<file path="config.mk">
export PLATFORM = sky130hd
export DESIGN_NAME = keyword_token_lexer
export DESIGN_NICKNAME = d
export VERILOG_FILES = /design/src/rtl/core/ktl_pkg.sv /design/src/rtl/core/ktl_scan.sv /design/src/rtl/core/ktl_tokq.sv /design/src/rtl/core/keyword_token_lexer.sv
export SDC_FILE = /design/constraint.sdc
export NUM_CORES = 1
export LEC_CHECK = 0
export BUFFER_PORTS_ARGS = -buffer_cell sky130_fd_sc_hd__buf_2
export CORE_MARGIN = 1
export CORE_UTILIZATION = 25
export DETAILED_ROUTE_END_ITERATION = 8
export GPL_TIMING_DRIVEN = 0
export SKIP_CTS_REPAIR_TIMING = 1
export SYNTH_ARGS = -nofsm -noshare
export SYNTH_HDL_FRONTEND = slang
export SYNTH_HIERARCHICAL = 1
export SYNTH_SLANG_ARGS = --single-unit
export TNS_END_PERCENT = 20
</file>
<file path="constraint.sdc">
create_clock -name clk -period 8.6 [get_ports clk]
set_clock_uncertainty 0.15 [all_clocks]
set_input_delay 1.72 -clock clk [delete_from_list [all_inputs] [get_ports clk]]
set_output_delay 1.72 -clock clk [all_outputs]
set_load 0.01 [all_outputs]
</file>
<file path="src/rtl/core/ktl_pkg.sv">
// Types, constants and lookup functions of the keyword token lexer.
`default_nettype none

package ktl_pkg;

	localparam int PosBits  = 16;
	localparam int KwChars  = 6;
	localparam int KwBits   = KwChars * 8;
	localparam int LenBits  = 16;
	localparam int NumKw    = 7;
	localparam int QDepth   = 4;
	localparam int QPtrBits = $clog2(QDepth);
	localparam int QCntBits = $clog2(QDepth + 1);
	localparam int OutBits  = 40;

	typedef logic [4:0] kind_t;

	localparam kind_t KindComma   = 5'd0;
	localparam kind_t KindLBrace  = 5'd1;
	localparam kind_t KindRBrace  = 5'd2;
	localparam kind_t KindAssign  = 5'd3;
	localparam kind_t KindSemi    = 5'd4;
	localparam kind_t KindLParen  = 5'd5;
	localparam kind_t KindRParen  = 5'd6;
	localparam kind_t KindPlus    = 5'd7;
	localparam kind_t KindMinus   = 5'd8;
	localparam kind_t KindStar    = 5'd9;
	localparam kind_t KindSlash   = 5'd10;
	localparam kind_t KindLess    = 5'd11;
	localparam kind_t KindGreater = 5'd12;
	localparam kind_t KindNumber  = 5'd13;
	localparam kind_t KindIdent   = 5'd14;
	localparam kind_t KindFun     = 5'd15;
	localparam kind_t KindEnd     = 5'd22;
	localparam kind_t KindError   = 5'd23;

	// Keywords packed first letter in the lowest byte, zero above.
	localparam logic [KwBits-1:0] KwText [NumKw] = '{
		KwBits'(48'h0000_006E_7566),
		KwBits'(48'h656B_6F76_6E69),
		KwBits'(48'h6E72_7574_6572),
		KwBits'(48'h0000_0000_6669),
		KwBits'(48'h0000_0074_656C),
		KwBits'(48'h6574_6164_7075),
		KwBits'(48'h0000_0000_6F74)
	};
	localparam int KwLen [NumKw] = '{3, 6, 6, 2, 3, 6, 2};

	typedef enum logic [3:0] {
		ModeIdle   = 4'b0001,
		ModeNumber = 4'b0010,
		ModeWord   = 4'b0100,
		ModeError  = 4'b1000
	} mode_t;

	typedef struct packed {
		kind_t              kind;
		logic [15:0]        start;
		logic [15:0]        length;
		logic [7:0]         bad;
		logic               last;
	} token_t;

	typedef struct packed {
		logic [1:0] n;
		token_t     a;
		token_t     b;
	} push_t;

	typedef struct packed {
		logic  hit;
		kind_t kind;
	} punct_t;

	function automatic punct_t punct_lookup(input logic [7:0] c);
		punct_t r;
		r.hit  = 1'b1;
		r.kind = KindComma;
		unique case (c)
			8'h2C:   r.kind = KindComma;
			8'h7B:   r.kind = KindLBrace;
			8'h7D:   r.kind = KindRBrace;
			8'h3D:   r.kind = KindAssign;
			8'h3B:   r.kind = KindSemi;
			8'h28:   r.kind = KindLParen;
			8'h29:   r.kind = KindRParen;
			8'h2B:   r.kind = KindPlus;
			8'h2D:   r.kind = KindMinus;
			8'h2A:   r.kind = KindStar;
			8'h2F:   r.kind = KindSlash;
			8'h3C:   r.kind = KindLess;
			8'h3E:   r.kind = KindGreater;
			default: r.hit  = 1'b0;
		endcase
		return r;
	endfunction

	function automatic kind_t word_kind(input logic [KwBits-1:0] buf_w,
			input logic [LenBits-1:0] len);
		kind_t r;
		r = KindIdent;
		if (len <= LenBits'(KwChars)) begin
			for (int i = 0; i < NumKw; i++) begin
				if (len == LenBits'(KwLen[i]) && buf_w == KwText[i]) begin
					r = KindFun + kind_t'(i);
				end
			end
		end
		return r;
	endfunction

	function automatic logic is_digit(input logic [7:0] c);
		return c >= 8'h30 && c <= 8'h39;
	endfunction

	function automatic logic is_letter(input logic [7:0] c);
		return (c >= 8'h61 && c <= 8'h7A) || (c >= 8'h41 && c <= 8'h5A);
	endfunction

	function automatic logic is_space(input logic [7:0] c);
		return c == 8'h20 || c == 8'h09 || c == 8'h0A || c == 8'h0D;
	endfunction

endpackage

`default_nettype wire

</file>
<file path="src/rtl/core/ktl_scan.sv">
// Input register and scanning state: turns one byte into up to two tokens.
`default_nettype none

module ktl_scan import ktl_pkg::*; (
	input  wire logic       clk,
	input  wire logic       arst_n,
	input  wire logic       in_valid,
	output logic            in_ready,
	input  wire logic [7:0] in_char,
	input  wire logic       in_end,
	input  wire logic       room,
	output push_t           push
);

	logic                valid_s1;
	logic [7:0]          char_s1;
	logic                end_s1;

	mode_t               mode_q, mode_d;
	logic [PosBits-1:0]  pos_q, pos_d;
	logic [PosBits-1:0]  start_q, start_d;
	logic [LenBits-1:0]  len_q, len_d;
	logic [KwBits-1:0]   kbuf_q, kbuf_d;

	logic                advance;
	token_t              ft, st;
	logic                flush, fv, sv;
	kind_t               wk;
	punct_t              pl;

	assign advance  = valid_s1 && room;
	assign in_ready = !valid_s1 || room;

	always_ff @(posedge clk or negedge arst_n) begin
		if (!arst_n) begin
			valid_s1 <= 1'b0;
		end else if (in_ready) begin
			valid_s1 <= in_valid;
		end
	end

	always_ff @(posedge clk) begin
		if (in_valid && in_ready) begin
			char_s1 <= in_char;
			end_s1  <= in_end;
		end
	end

	always_comb begin
		wk = word_kind(kbuf_q, len_q);
		pl = punct_lookup(char_s1);
		fv = mode_q == ModeNumber || mode_q == ModeWord;

		ft = '0;
		if (mode_q == ModeNumber || wk == KindIdent) begin
			ft.kind   = (mode_q == ModeNumber) ? KindNumber : KindIdent;
			ft.start  = 16'(start_q);
			ft.length = 16'(len_q);
		end else begin
			ft.kind   = wk;
		end

		mode_d  = mode_q;
		pos_d   = pos_q;
		start_d = start_q;
		len_d   = len_q;
		kbuf_d  = kbuf_q;
		flush   = 1'b0;
		sv      = 1'b0;
		st      = '0;

		if (end_s1) begin
			flush   = fv;
			sv      = 1'b1;
			st.kind = KindEnd;
			mode_d  = ModeIdle;
			pos_d   = '0;
			start_d = '0;
			len_d   = '0;
			kbuf_d  = '0;
		end else begin
			if (pos_q != '1) begin
				pos_d = pos_q + 1'b1;
			end
			if (mode_q != ModeError) begin
				if ((mode_q == ModeNumber && is_digit(char_s1)) ||
						(mode_q == ModeWord && is_letter(char_s1))) begin
					for (int i = 0; i < KwChars; i++) begin
						if (mode_q == ModeWord && len_q == LenBits'(i)) begin
							kbuf_d[i*8 +: 8] = char_s1;
						end
					end
					if (len_q != '1) begin
						len_d = len_q + 1'b1;
					end
				end else begin
					flush  = fv;
					mode_d = ModeIdle;
					if (is_space(char_s1)) begin
						mode_d = ModeIdle;
					end else if (is_digit(char_s1)) begin
						mode_d  = ModeNumber;
						start_d = pos_q;
						len_d   = LenBits'(1);
						kbuf_d  = '0;
					end else if (is_letter(char_s1)) begin
						mode_d  = ModeWord;
						start_d = pos_q;
						len_d   = LenBits'(1);
						kbuf_d  = KwBits'(char_s1);
					end else if (pl.hit) begin
						sv      = 1'b1;
						st.kind = pl.kind;
					end else begin
						sv      = 1'b1;
						st.kind = KindError;
						st.bad  = char_s1;
						mode_d  = ModeError;
					end
				end
			end
		end

		push = '0;
		if (advance) begin
			if (flush && sv) begin
				push.n      = 2'd2;
				push.a      = ft;
				push.b      = st;
				push.b.last = 1'b1;
			end else if (flush) begin
				push.n      = 2'd1;
				push.a      = ft;
				push.a.last = 1'b1;
			end else if (sv) begin
				push.n      = 2'd1;
				push.a      = st;
				push.a.last = 1'b1;
			end
		end
	end

	always_ff @(posedge clk or negedge arst_n) begin
		if (!arst_n) begin
			mode_q  <= ModeIdle;
			pos_q   <= '0;
			start_q <= '0;
			len_q   <= '0;
			kbuf_q  <= '0;
		end else if (advance) begin
			mode_q  <= mode_d;
			pos_q   <= pos_d;
			start_q <= start_d;
			len_q   <= len_d;
			kbuf_q  <= kbuf_d;
		end
	end

endmodule

`default_nettype wire

</file>
<file path="src/rtl/core/ktl_tokq.sv">
// Token queue: takes up to two tokens a cycle, gives one a cycle while the reader is ready.
`default_nettype none

module ktl_tokq import ktl_pkg::*; (
	input  wire logic  clk,
	input  wire logic  arst_n,
	input  wire push_t push,
	output logic       room,
	output logic       out_valid,
	input  wire logic  out_ready,
	output token_t     out_tok
);

	token_t                ent_q [QDepth];
	logic [QPtrBits-1:0]   wr_q, rd_q;
	logic [QCntBits-1:0]   cnt_q;
	logic                  pop;

	assign room      = cnt_q <= QCntBits'(QDepth - 2);
	assign out_valid = cnt_q != '0;
	assign out_tok   = ent_q[rd_q];
	assign pop       = out_valid && out_ready;

	always_ff @(posedge clk) begin
		if (push.n != 2'd0) begin
			ent_q[wr_q] <= push.a;
		end
		if (push.n == 2'd2) begin
			ent_q[wr_q + 1'b1] <= push.b;
		end
	end

	always_ff @(posedge clk or negedge arst_n) begin
		if (!arst_n) begin
			wr_q  <= '0;
			rd_q  <= '0;
			cnt_q <= '0;
		end else begin
			wr_q  <= wr_q + QPtrBits'(push.n);
			rd_q  <= rd_q + QPtrBits'(pop);
			cnt_q <= cnt_q + QCntBits'(push.n) - QCntBits'(pop);
		end
	end

endmodule

`default_nettype wire

</file>
<file path="src/rtl/core/keyword_token_lexer.sv">
// Keyword token lexer top level: byte stream in, token stream out.
//
// Slave channel: one source byte per transfer in s_tdata; s_tlast high marks
// the end of the text (s_tdata is then ignored). Master channel: one token per
// transfer, its kind in m_tuser and its span and bad byte in m_tdata; m_tlast
// flags the final token caused by an input item.
// Each byte gives zero, one or two tokens; the end marker gives one or two.
// A byte is taken every clock while the token queue has room for two tokens.
// The first token of a byte is offered once the byte has passed the input
// register and its token has been written into the four-entry queue; a
// second token follows once the first has been taken.
// Sustained rate is one byte per cycle while tokens average at most one per
// byte; the single-read queue output sets the token rate at one per cycle.
// When the receiver stalls the queue fills; once fewer than two entries are
// free the byte in the input register waits and s_tready drops. Reset empties
// the queue, clears the input register and returns the scanner to idle at
// offset zero; after an end marker the scanner returns to the same state.
`default_nettype none

module keyword_token_lexer import ktl_pkg::*; (
	input  wire logic               clk,
	input  wire logic               arst_n,
	input  wire logic               s_tvalid,
	output logic                    s_tready,
	input  wire logic [7:0]         s_tdata,  // [7:0] character
	input  wire logic               s_tlast,  // end_of_input
	output logic                    m_tvalid,
	input  wire logic               m_tready,
	// [15:0] text_start, [31:16] text_length, [39:32] bad_character
	output logic [OutBits-1:0]      m_tdata,
	output kind_t                   m_tuser,  // [4:0] token_kind
	output logic                    m_tlast   // last_of_run
);

	push_t  push;
	logic   room;
	token_t tok;

	ktl_scan u_scan (
		.clk      (clk),
		.arst_n   (arst_n),
		.in_valid (s_tvalid),
		.in_ready (s_tready),
		.in_char  (s_tdata),
		.in_end   (s_tlast),
		.room     (room),
		.push     (push)
	);

	ktl_tokq u_tokq (
		.clk       (clk),
		.arst_n    (arst_n),
		.push      (push),
		.room      (room),
		.out_valid (m_tvalid),
		.out_ready (m_tready),
		.out_tok   (tok)
	);

	assign m_tdata = OutBits'({tok.bad, tok.length, tok.start});
	assign m_tuser = tok.kind;
	assign m_tlast = tok.last;

endmodule

`default_nettype wire

</file>
==> flow_summary_export.csv, run 1 <==
group,metric,value,unit
status,run_status,"complete, no violations",
synth,syn-cell-area,0.01683,mm2
setup_path,crit-reg2reg-launch,"u_scan/char_s1[4]$_DFFE_PP_",
synth,synth_sequential_area_ratio,50.51,%
synth,synth_edf_count,193,
clocking,tritoncts,"done",
setup_path,crit_chain,"buf_2, or3_4, o221ai_4, o21a_4, buf_6, a21oi_1, a21oi_1, ha_1, nand2_1, inv_1, buf_4, clkbuf_2, mux2i_1, nor2_4, buf_12",
synth,synth_top_flop_cell,"sky130_fd_sc_hd__edfxtp_1",
sta,slew_headroom,35.56,%
setup_path,worst_setup_path_startpoint,"u_scan/char_s1[4]$_DFFE_PP_",
pwr,power_frac_seq,38.4,%
flow_run,drv_cap,0,
floorplan,num_rows,94,
detailed_routing,drt-pass1-iter-count,5,
floorplan,die_w,261.5,um
setup_path,rr_endpoint,"u_tokq/ent_q[3][42]$_DFFE_PP_",
layout,layout.area.seq,0.008499,mm2
clocking,clock_insertion_delay_worst_skew,0.55,ns
layout,layout_commonest_cell,"sky130_fd_sc_hd__edfxtp_1",
grt,via_count_of_the_first_global_routing_pass,10890,
pwr,power.combinational.fraction,34.7,%
pwr,total_switching_power,1.737,mW
sta,finalMaxSlewViolations,0,
synth,async_flop_share,35.88,%
grt,grt_util_all_layers,12.50,%
grt,antenna_found_initial,1,
placed_design,postPlaceCellArea,0.01852,mm2
sta,max_slew.worst_pin.slew,0.9643,ns
floorplan,fp.coreArea,0.06622,mm2
pwr,share_clk_of_total_power,26.9,%
synth,netlist.top_cell.by_area,"sky130_fd_sc_hd__edfxtp_1",
synth,syn_area_per_cell,13.36,um2
setup_path,setup.worst_path.start_class,"register",
floorplan,floorplan.die_area,0.06836,mm2
setup_path,timing_worst_setup_path_type,"register to register",
clocking,clock_sinks,301,
setup_path,cp-end-kind,"register",
pwr,netSwitchingFraction,33.96,%
sta,period_needed,4.804,ns
detailed_routing,drt_first_iter_violations,799,
floorplan,ioPinCount,61,
clocking,worst_setup_hold_path_clk_slew,0.06,ns
detailed_routing,via_cell_ratio,4.677,
floorplan,start_util,25.41,%
grt,grt_busiest_layer,"met2",
grt,grt-ovfl-total,0,
sta,hold-worst-slack,0.3244,ns
layout,layout.cells.most_common_list,"193 x sky130_fd_sc_hd__edfxtp_1, 146 x sky130_fd_sc_hd__mux2_2, 107 x sky130_fd_sc_hd__dfrtp_1, 101 x sky130_fd_sc_hd__nand2_1, 80 x sky130_fd_sc_hd__nor2_1",
pwr,power_density,261.2,mW/mm2
detailed_routing,wl_per_cell,18.53,um
grt,met2_usage,20.55,%
setup_path,worst_path_max_delay_cell,"sky130_fd_sc_hd__nor2_4",
grt,grt_use_met3,2.429,%
placed_design,dpl.hpwl,29880,um
synth,yosysWarnings,6,
setup_path,reg2reg_slack,3.80,ns
setup_path,crit_path_frequent_cell,"sky130_fd_sc_hd__a21oi_1",
sta,timing.fmax,208.2,MHz
layout,layout.nets,1418,
pwr,cellInternalPower,3.377,mW
layout,finalCoreUtilization,29.56,%
worst_hold_path,worstHoldPathType,"register to register",
detailed_routing,ant_nets,0,
detailed_routing,routed-via-count,10690,
synth,postSynthRegisterBits,301,
setup_path,critical_path_cell_count,15,
layout,area_growth_syn_to_layout,16.30,%
detailed_routing,postRouteWirelength,42330,um
pwr,static-leakage-power,7.446,nW
setup_path,critPathMaxFanout,24,
setup_path,critical-path-max-stage-delay,0.77,ns
placed_design,gp_routability_congestion,0.8616,
grt,grt_start_max_net_pins,57,
synth,post_synth_num_cell_types,103,
setup_path,cp_num_buf_inv,6,
clocking,cts-root-buf,"sky130_fd_sc_hd__clkbuf_16",
synth,ys_top_cells_by_area,"sky130_fd_sc_hd__edfxtp_1 34%, sky130_fd_sc_hd__dfrtp_1 16%, sky130_fd_sc_hd__mux2_2 9.8%",
placed_design,portBuffers,60,
grt,first_pass_grt_wire_length,65650,um
clocking,cts.path.max_buffers,3,
floorplan,chipHeight,261.5,um
setup_path,cp_top_delay_family,"simple AND/OR/NAND/NOR gates",
layout,multi_input_area,0.007627,mm2
clocking,cts-buffers-inserted,35,
synth,synth_largest_type_area_fraction,34.44,%
layout,nFillCells,6690,
sta,timing.final.crit_share,55.86,%
setup_path,crit_required,8.68,ns
layout,diodes,0,
setup_path,crit_arrival,4.88,ns
clocking,cts.htree.levels,2,
sta,report.final.setup_viol,0,
pwr,vdd_drop_max,0.1275,mV
synth,synthesis.instances,1260,
sta,rsz_0062_raised_after_global_routing,"false",
grt,use_met1,16.90,%
layout,layout.cell_area.non_filler,0.01957,mm2
worst_hold_path,whs_path_depth,2,
worst_hold_path,hold_path_startpoint,"u_scan/start_q[0]$_DFFE_PN0P_",
detailed_routing,remaining_drc_errors,0,
sta,hold_violations,0,
layout,drive_above_1_share,37.16,%
setup_path,number_of_cells_on_the_worst_reg_to_reg_path,15,
worst_hold_path,worst_hold_path.endpoint,"u_scan/start_q[0]$_DFFE_PN0P_",
==> synth_stat cells, drive strengths merged (5+ instances only) <==
cell      n
dfrtp   107
o31ai     6
a31oi     5
or3      10
mux4     46
edfxtp  193
nand4    22
mux2i     6
nand2b   11
nor2b    12
nand2   102
buf      83
o21ai    45
nand3    29
nor2     93
and3      6
ha        9
a21oi    31
and2     24
mux2    228
nor3     23
inv      19
clkbuf   15
xnor2    15
nor4     25
nor4b     7
==> cell type report <==
cell class,count,share of cell area [%]
clock inverters,13,0.4539
flip-flops and latches,301,43.43
plain buffers,98,3.989
well taps,864,5.523
repair buffers,67,2.340
clock buffers,50,4.916
multi-input cells,872,38.97
inverters,20,0.3836
==> sequential cells by signal (all words and copies together) (netlist names) <==
signal,count
u_scan/mode_q,4
u_scan/start_q,16
u_tokq/ent_q,184
u_scan/kbuf_q,48
u_tokq/cnt_q,3
u_tokq/rd_q,2
u_scan/pos_q,16
u_scan/len_q,16
u_tokq/wr_q,2
u_scan/valid_s1,1
u_scan/char_s1,8
u_scan/end_s1,1
==> worst register-to-register path: cells and delay by family, from the launching register on <==
family                     cells  cell delay (ns)
AOI/OAI and AO/OA              4             0.94
adders and majority gates      1             0.23
buffers and inverters          6             1.30
DFF                            1             0.38
muxes                          1             0.18
and+or+nand+nor                3             1.31
==> stage by stage <==
stage	power (mW)	setup WS, ns	TNS (ns)	std cells
2_1_floorplan	3.138	2.181	0	1291
3_3_place_gp	3.749	-1.827	-83.90	2215
3_5_place_dp	3.801	3.861	0	2222
4_1_cts	5.198	3.833	0	2285
5_1_grt	5.384	3.609	0	2285
6_report	5.113	3.796	0	2285
==> power by group through the flow <==
stage          clock network, mW  registers, mW  logic, mW
2_1_floorplan                  0           1.97       1.17
3_3_place_gp                   0           2.02       1.73
4_1_cts                     1.42           1.97       1.81
5_1_grt                     1.47           1.99       1.92
3_5_place_dp                   0           1.99       1.81
6_report                    1.37           1.97       1.77
==> per-layer routing <==
| layer | up-vias | wire length, um |
|---|---|---|
| met5 | - | 0 |
| met4 | 0 | 700 |
| met3 | 41 | 2306 |
| met2 | 283 | 20060 |
| met1 | 5371 | 19270 |
| li1 | 4991 | - |
==> kinds of logic (layout without fill, tap and decap cells) <==
group	after synthesis	after routing	share of synthesized area [%]
AND/OR/NAND/NOR	406	406	13.59
flip-flops	301	301	50.51
multiplexers	280	280	23.31
AO/OA/AOI/OAI	126	126	5.762
buffers and inverters	118	248	5.085
XOR/XNOR	18	18	0.9369
adder cells (fa/ha/maj)	10	10	0.7881
other	1	32	0.02228
==> how the worst max path moves through the flow <==
stage                                          endpoint  slack (ns)
after floorplan            u_tokq/ent_q[0][0]$_DFFE_PP_        2.18
after global placement    u_tokq/ent_q[0][42]$_DFFE_PP_       -1.83
after detailed placement  u_tokq/ent_q[1][37]$_DFFE_PP_        3.86
after CTS                 u_tokq/ent_q[1][42]$_DFFE_PP_        3.83
after global routing      u_tokq/ent_q[1][42]$_DFFE_PP_        3.61
final                     u_tokq/ent_q[3][42]$_DFFE_PP_        3.80
Power figures use the tool's default switching activity.
==> inputs of run 2 (changes only) <==
Settings changed: ABC_AREA from default to 1.
Clock period 8.6 ns to 4.05 ns, I/O delays scaled along.
==> flow_summary_export.csv, run 2 <==
group,metric,value,unit
pwr,share_clk_of_total_power,27.0,%
pwr,total_switching_power,4.482,mW
layout,area_growth_syn_to_layout,16.81,%
setup_path,crit_required,4.20,ns
detailed_routing,via_cell_ratio,4.494,
layout,regMostFlops,"u_tokq/ent_q",
placed_design,portBuffers,60,
clocking,clock_insertion_delay_worst_skew,0.56,ns
clocking,cts.htree.levels,2,
clocking,worst_setup_hold_path_clk_slew,0.06,ns
pwr,power_density,602.0,mW/mm2
worst_hold_path,worstHoldPathType,"primary input to asynchronous set/reset pin",
synth,synth-simple-area-share,23.31,%
layout,layout.cell_area.non_filler,0.01938,mm2
sta,timing.final.crit_share,94.69,%
setup_path,cp-end-kind,"register",
sta,finalMaxSlewViolations,0,
placed_design,dpl.hpwl,33780,um
layout,flip_flop_count_of_the_largest_register_after_layout,184,
floorplan,start_util,25.24,%
setup_path,critPathMaxFanout,25,
setup_path,reg2reg_slack,0.22,ns
synth,postSynthRegisterBits,301,
detailed_routing,drt_first_iter_violations,1017,
layout,drive_above_1_share,14.69,%
synth,async_flop_share,35.88,%
setup_path,setup.worst_path.start_class,"register",
floorplan,chipHeight,259.6,um
clocking,cts-root-buf,"sky130_fd_sc_hd__clkbuf_16",
synth,synth_commonest_cells,"479 x sky130_fd_sc_hd__nand2_1, 324 x sky130_fd_sc_hd__nor2_1, 235 x sky130_fd_sc_hd__o21ai_0, 193 x sky130_fd_sc_hd__edfxtp_1, 168 x sky130_fd_sc_hd__inv_1",
synth,post_synth_num_cell_types,49,
grt,antenna_found_initial,0,
sta,finalSetupTns,0,ns
synth,area_fraction_in_compound_gates_after_synthesis,14.98,%
layout,diodes,0,
synth,synth_largest_type_area_fraction,34.93,%
synth,synth.most_common_cell,"sky130_fd_sc_hd__nand2_1",
pwr,cellInternalPower,7.185,mW
floorplan,floorplan.die_area,0.06740,mm2
floorplan,ioPinCount,61,
synth,synth_top_flop_cell,"sky130_fd_sc_hd__edfxtp_1",
grt,via_count_of_the_first_global_routing_pass,13010,
status,run_status,"complete, no violations",
grt,grt_start_max_net_pins,74,
floorplan,die_w,259.6,um
synth,ys_top_cells_by_area,"sky130_fd_sc_hd__edfxtp_1 35%, sky130_fd_sc_hd__dfrtp_1 16%, sky130_fd_sc_hd__nand2_1 11%",
layout,layout.nets,2176,
detailed_routing,wl_per_cell,15.75,um
setup_path,timing_worst_setup_path_type,"register to register",
sta,timing.fmax,260.8,MHz
detailed_routing,routed-via-count,13680,
sta,report.final.setup_viol,0,
placed_design,postPlaceCellArea,0.01820,mm2
detailed_routing,drt-pass1-iter-count,5,
pwr,netSwitchingFraction,38.42,%
detailed_routing,ant_nets,0,
synth,syn-cell-area,0.01659,mm2
synth,share_of_synthesized_area_spent_on_multiplexers,0,%
grt,first_pass_grt_wire_length,74270,um
sta,slew_headroom,31.43,%
layout,reg_top3,"u_tokq/ent_q x184, u_scan/kbuf_q x48",
detailed_routing,remaining_drc_errors,0,
grt,grt_util_all_layers,14.17,%
flow_run,drv_cap,0,
synth,yosysWarnings,6,
clocking,cts.path.max_buffers,3,
layout,layout.cells.most_common_list,"475 x sky130_fd_sc_hd__nand2_1, 324 x sky130_fd_sc_hd__nor2_1, 235 x sky130_fd_sc_hd__o21ai_0, 193 x sky130_fd_sc_hd__edfxtp_1, 168 x sky130_fd_sc_hd__inv_1",
grt,grt-ovfl-total,0,
pwr,static-leakage-power,7.344,nW
synth,synthesis.instances,2020,
synth,synthAdderAreaFrac,0.7993,%
floorplan,fp.coreArea,0.06575,mm2
clocking,clock_sinks,301,
sta,max_slew.worst_pin.slew,1.029,ns
synth,combinational_family_with_the_most_area_after_synthesis,"simple AND/OR/NAND/NOR gates",
pwr,total_power,11.67,mW
setup_path,number_of_cells_on_the_worst_reg_to_reg_path,15,
synth,netlist.top_cell.by_area,"sky130_fd_sc_hd__edfxtp_1",
sta,period_needed,3.835,ns
setup_path,crit_arrival,3.99,ns
sta,hold_violations,0,
pwr,power_frac_seq,37.0,%
pwr,power.combinational.fraction,36.0,%
synth,synth_sequential_area_ratio,51.23,%
floorplan,num_rows,94,
pwr,vdd_drop_max,0.2766,mV
layout,layout_commonest_cell,"sky130_fd_sc_hd__nand2_1",
clocking,cts-buffers-inserted,36,
synth,synth_xor_xnor_area_share,0.5279,%
placed_design,gp_routability_congestion,0.8622,
synth,syn_area_per_cell,8.214,um2
synth,synth_edf_count,193,
sta,rsz_0062_raised_after_global_routing,"false",
clocking,tritoncts,"done",
detailed_routing,postRouteWirelength,47910,um
-- run 2: logic make-up (layout without fill, tap and decap cells) --
kind of cell | count (synthesis) | in the layout
adder cells (fa/ha/maj) | 10 | 10
flip-flops | 301 | 301
AO/OA/AOI/OAI | 446 | 446
XOR/XNOR | 10 | 10
AND/OR/NAND/NOR | 943 | 943
buffers and inverters | 309 | 437
other | 1 | 32
-- run 2: worst paths after layout --
check,from,to
max,u_scan/mode_q[1]$_DFFE_PN0P_,u_tokq/ent_q[3][12]$_DFFE_PP_
min,arst_n,u_tokq/rd_q[0]$_DFF_PN0_
max reg2reg,u_scan/mode_q[1]$_DFFE_PN0P_,u_tokq/ent_q[3][12]$_DFFE_PP_
min reg2reg,u_scan/kbuf_q[7]$_DFFE_PN0P_,u_scan/kbuf_q[7]$_DFFE_PN0P_
max in group asynchronous,arst_n,u_scan/mode_q[0]$_DFFE_PN1P_
min in group clk,s_tdata[0],u_scan/char_s1[0]$_DFFE_PP_
-- run 2: area by class of cell --
type	count	area, um2
sequential	301	8499
clock buffer	54	1018
fill	6919	46360
clock inverter	10	117.6
inverter	179	674.4
buffer	130	847.1
multi-input combinational	1441	6749
tap	864	1081
timing repair buffer	64	394.1
-- run 2: power groups by stage --
| stage | clock network [mW] | registers, mW | logic [mW] |
|---|---|---|---|
| after global placement | 0 | 4.40 | 4.16 |
| after CTS | 3.23 | 4.32 | 4.25 |
| after floorplan | 0 | 4.33 | 2.60 |
| after detailed placement | 0 | 4.37 | 4.24 |
| after global routing | 3.35 | 4.38 | 4.71 |
| final | 3.15 | 4.31 | 4.20 |
-- run 2: critical path, stage by stage, from the launching register on --
cell and delay (ns):
sky130_fd_sc_hd__dfrtp_1 0.38, sky130_fd_sc_hd__nor2_1 0.11, sky130_fd_sc_hd__inv_1 0.07, sky130_fd_sc_hd__nor3_1 0.51, sky130_fd_sc_hd__nand2_2 0.14, sky130_fd_sc_hd__nand2_4 0.21, sky130_fd_sc_hd__a21oi_1 0.12, sky130_fd_sc_hd__ha_1 0.29
sky130_fd_sc_hd__inv_1 0.03, sky130_fd_sc_hd__nor2_1 0.30, sky130_fd_sc_hd__buf_4 0.22, sky130_fd_sc_hd__nor2_2 0.06, sky130_fd_sc_hd__nand2_1 0.12, sky130_fd_sc_hd__clkbuf_2 0.34, sky130_fd_sc_hd__nand2_8 0.23, sky130_fd_sc_hd__buf_12 0.25
-- run 2: metrics by stage --
step                      utilization, %  setup WS (ns)  hold WS, ns  std cells
after floorplan                        -         0.2042       0.2868       2051
after global placement             27.51         -1.510       0.3033       2975
after detailed placement           27.68        -0.3384       0.3047       2979
after CTS                          29.41        -0.3904     0.006250       3043
after global routing               29.48        0.01804      0.02707       3043
final                              29.48         0.2150      0.01655       3043
-- run 2: layer usage --
metal | vias up | routed length (um) | track usage [%]
li1 | 6896 | - | -
met1 | 6386 | 21420 | 18.55
met2 | 320 | 22870 | 23.73
met3 | 73 | 2521 | 2.544
met4 | 0 | 1100 | 4.118
met5 | - | 0 | 0
==> inputs of run 3 (changes only) <==
Settings changed: CTS_CLUSTER_SIZE from default to 10, REMOVE_ABC_BUFFERS from default to 1.
==> flow_summary_export.csv, run 3 (synthesis gave the netlist of run 2 again) <==
group,metric,value,unit
detailed_routing,routed-via-count,13040,
grt,grt_busiest_layer,"met2",
grt,grt-ovfl-total,0,
clocking,tritoncts,"done",
sta,hold_violations,0,
layout,drive_above_1_share,10.89,%
layout,layout.cells.most_common_list,"472 x sky130_fd_sc_hd__nand2_1, 321 x sky130_fd_sc_hd__nor2_1, 235 x sky130_fd_sc_hd__o21ai_0, 193 x sky130_fd_sc_hd__edfxtp_1, 167 x sky130_fd_sc_hd__inv_1",
sta,hold-worst-slack,0.03536,ns
layout,nFillCells,6937,
layout,layout.nets,2057,
setup_path,timing_worst_setup_path_type,"register to output pin",
pwr,static-leakage-power,6.920,nW
grt,grt_util_all_layers,12.29,%
layout,layout.cell_area.non_filler,0.01872,mm2
setup_path,crit_required,3.09,ns
clocking,cts.path.max_buffers,3,
sta,timing.fmax,256.3,MHz
setup_path,setup.worst_path.start_class,"register",
placed_design,dpl.hpwl,26810,um
setup_path,crit-reg2reg-launch,"u_scan/char_s1[0]$_DFFE_PP_",
grt,use_met1,16.51,%
sta,period_needed,3.901,ns
grt,grt_use_met3,1.452,%
placed_design,portBuffers,60,
placed_design,placed_cells_incl_taps,2856,
detailed_routing,via_cell_ratio,4.465,
detailed_routing,remaining_drc_errors,1,
setup_path,cp-end-kind,"output pin",
sta,finalSetupTns,0,ns
layout,flip_flop_count_of_the_largest_register_after_layout,184,
layout,final_cell_count_no_fill,2921,
clocking,cts.htree.levels,2,
clocking,clock_insertion_delay_worst_skew,0.52,ns
detailed_routing,drt_first_iter_violations,989,
detailed_routing,postRouteWirelength,42490,um
clocking,clock_sinks,301,
detailed_routing,wl_per_cell,14.55,um
pwr,total_power,11.12,mW
sta,timing.final.crit_share,96.33,%
flow_run,drv_cap,0,
status,failed_checks,"DRC",
sta,worst_slack,0.1487,ns
floorplan,die_w,259.6,um
pwr,vdd_drop_max,0.3132,mV
floorplan,ioPinCount,61,
clocking,cts-root-buf,"sky130_fd_sc_hd__clkbuf_16",
floorplan,fp.coreArea,0.06575,mm2
floorplan,num_rows,94,
layout,reg_top3,"u_tokq/ent_q x184, u_scan/kbuf_q x48",
setup_path,number_of_cells_on_the_worst_reg_to_reg_path,14,
sta,max_slew.worst_pin.slew,0.9237,ns
clocking,worst_setup_hold_path_clk_slew,0.06,ns
layout,layout_commonest_cell,"sky130_fd_sc_hd__nand2_1",
floorplan,floorplan.die_area,0.06740,mm2
layout,regMostFlops,"u_tokq/ent_q",
floorplan,chipHeight,259.6,um
setup_path,crit_arrival,2.94,ns
layout,finalCoreUtilization,28.47,%
layout,area_growth_syn_to_layout,12.83,%
setup_path,critPathMaxFanout,93,
status,run_status,"complete, but fails checks",
grt,met2_usage,20.75,%
sta,report.final.setup_viol,0,
detailed_routing,drt-pass1-iter-count,7,
layout,diodes,0,
placed_design,place_ws,-0.5769,ns
worst_hold_path,worstHoldPathType,"primary input to asynchronous set/reset pin",
floorplan,start_util,25.24,%
clocking,cts-buffers-inserted,36,
setup_path,reg2reg_slack,0.26,ns
grt,first_pass_grt_wire_length,66630,um
sta,finalMaxSlewViolations,0,
sta,rsz_0062_raised_after_global_routing,"true",
setup_path,rr_endpoint,"u_tokq/ent_q[2][0]$_DFFE_PP_",
pwr,power_density,593.7,mW/mm2
sta,slew_headroom,38.42,%
grt,grt_start_max_net_pins,94,
placed_design,postPlaceCellArea,0.01756,mm2
placed_design,gp_routability_congestion,0.8691,
grt,via_count_of_the_first_global_routing_pass,12300,
grt,antenna_found_initial,0,
detailed_routing,ant_nets,0,
==> run 3: worst max-delay path by stage <==
stage / from / end / cells past startpoint
after floorplan: u_scan/char_s1[0]$_DFFE_PP_ / u_tokq/ent_q[3][0]$_DFFE_PP_ / 12
after global placement: u_scan/char_s1[0]$_DFFE_PP_ / u_tokq/ent_q[0][12]$_DFFE_PP_ / 12
after detailed placement: u_scan/char_s1[0]$_DFFE_PP_ / u_tokq/ent_q[3][12]$_DFFE_PP_ / 13
after CTS: u_scan/char_s1[0]$_DFFE_PP_ / u_tokq/ent_q[3][31]$_DFFE_PP_ / 13
after global routing: u_scan/char_s1[7]$_DFFE_PP_ / u_tokq/ent_q[1][3]$_DFFE_PP_ / 14
final: u_tokq/rd_q[0]$_DFF_PN0_ / m_tuser[3] / 4
==> run 3: worst max-delay path, cell delays in order (launching register included) <==
cell and delay (ns):
sky130_fd_sc_hd__dfrtp_4 0.70, sky130_fd_sc_hd__inv_4 0.72, sky130_fd_sc_hd__o21ai_0 0.21, sky130_fd_sc_hd__o21ai_0 0.46, sky130_fd_sc_hd__buf_2 0.22
==> run 3: power breakdown <==
group	switching [mW]	internal [mW]
clock network	1.21	1.67
registers	0.328	4.09
logic	2.74	1.07
total	4.28	6.83
==> run 3: cell type report <==
cell class	count	area, um2	area share (%)
clock buffers	57	989.7	5.287
clock inverters	4	35.03	0.1871
well taps	864	1081	5.775
inverters	179	679.4	3.629
flip-flops and latches	301	8503	45.42
repair buffers	72	555.5	2.968
multi-input cells	1444	6877	36.73
==> run 3: per-layer routing <==
metal,wire [um],vias to the layer above
met5,0,-
met3,1829,44
met4,776,0
met1,19820,6059
li1,-,6638
met2,20060,301
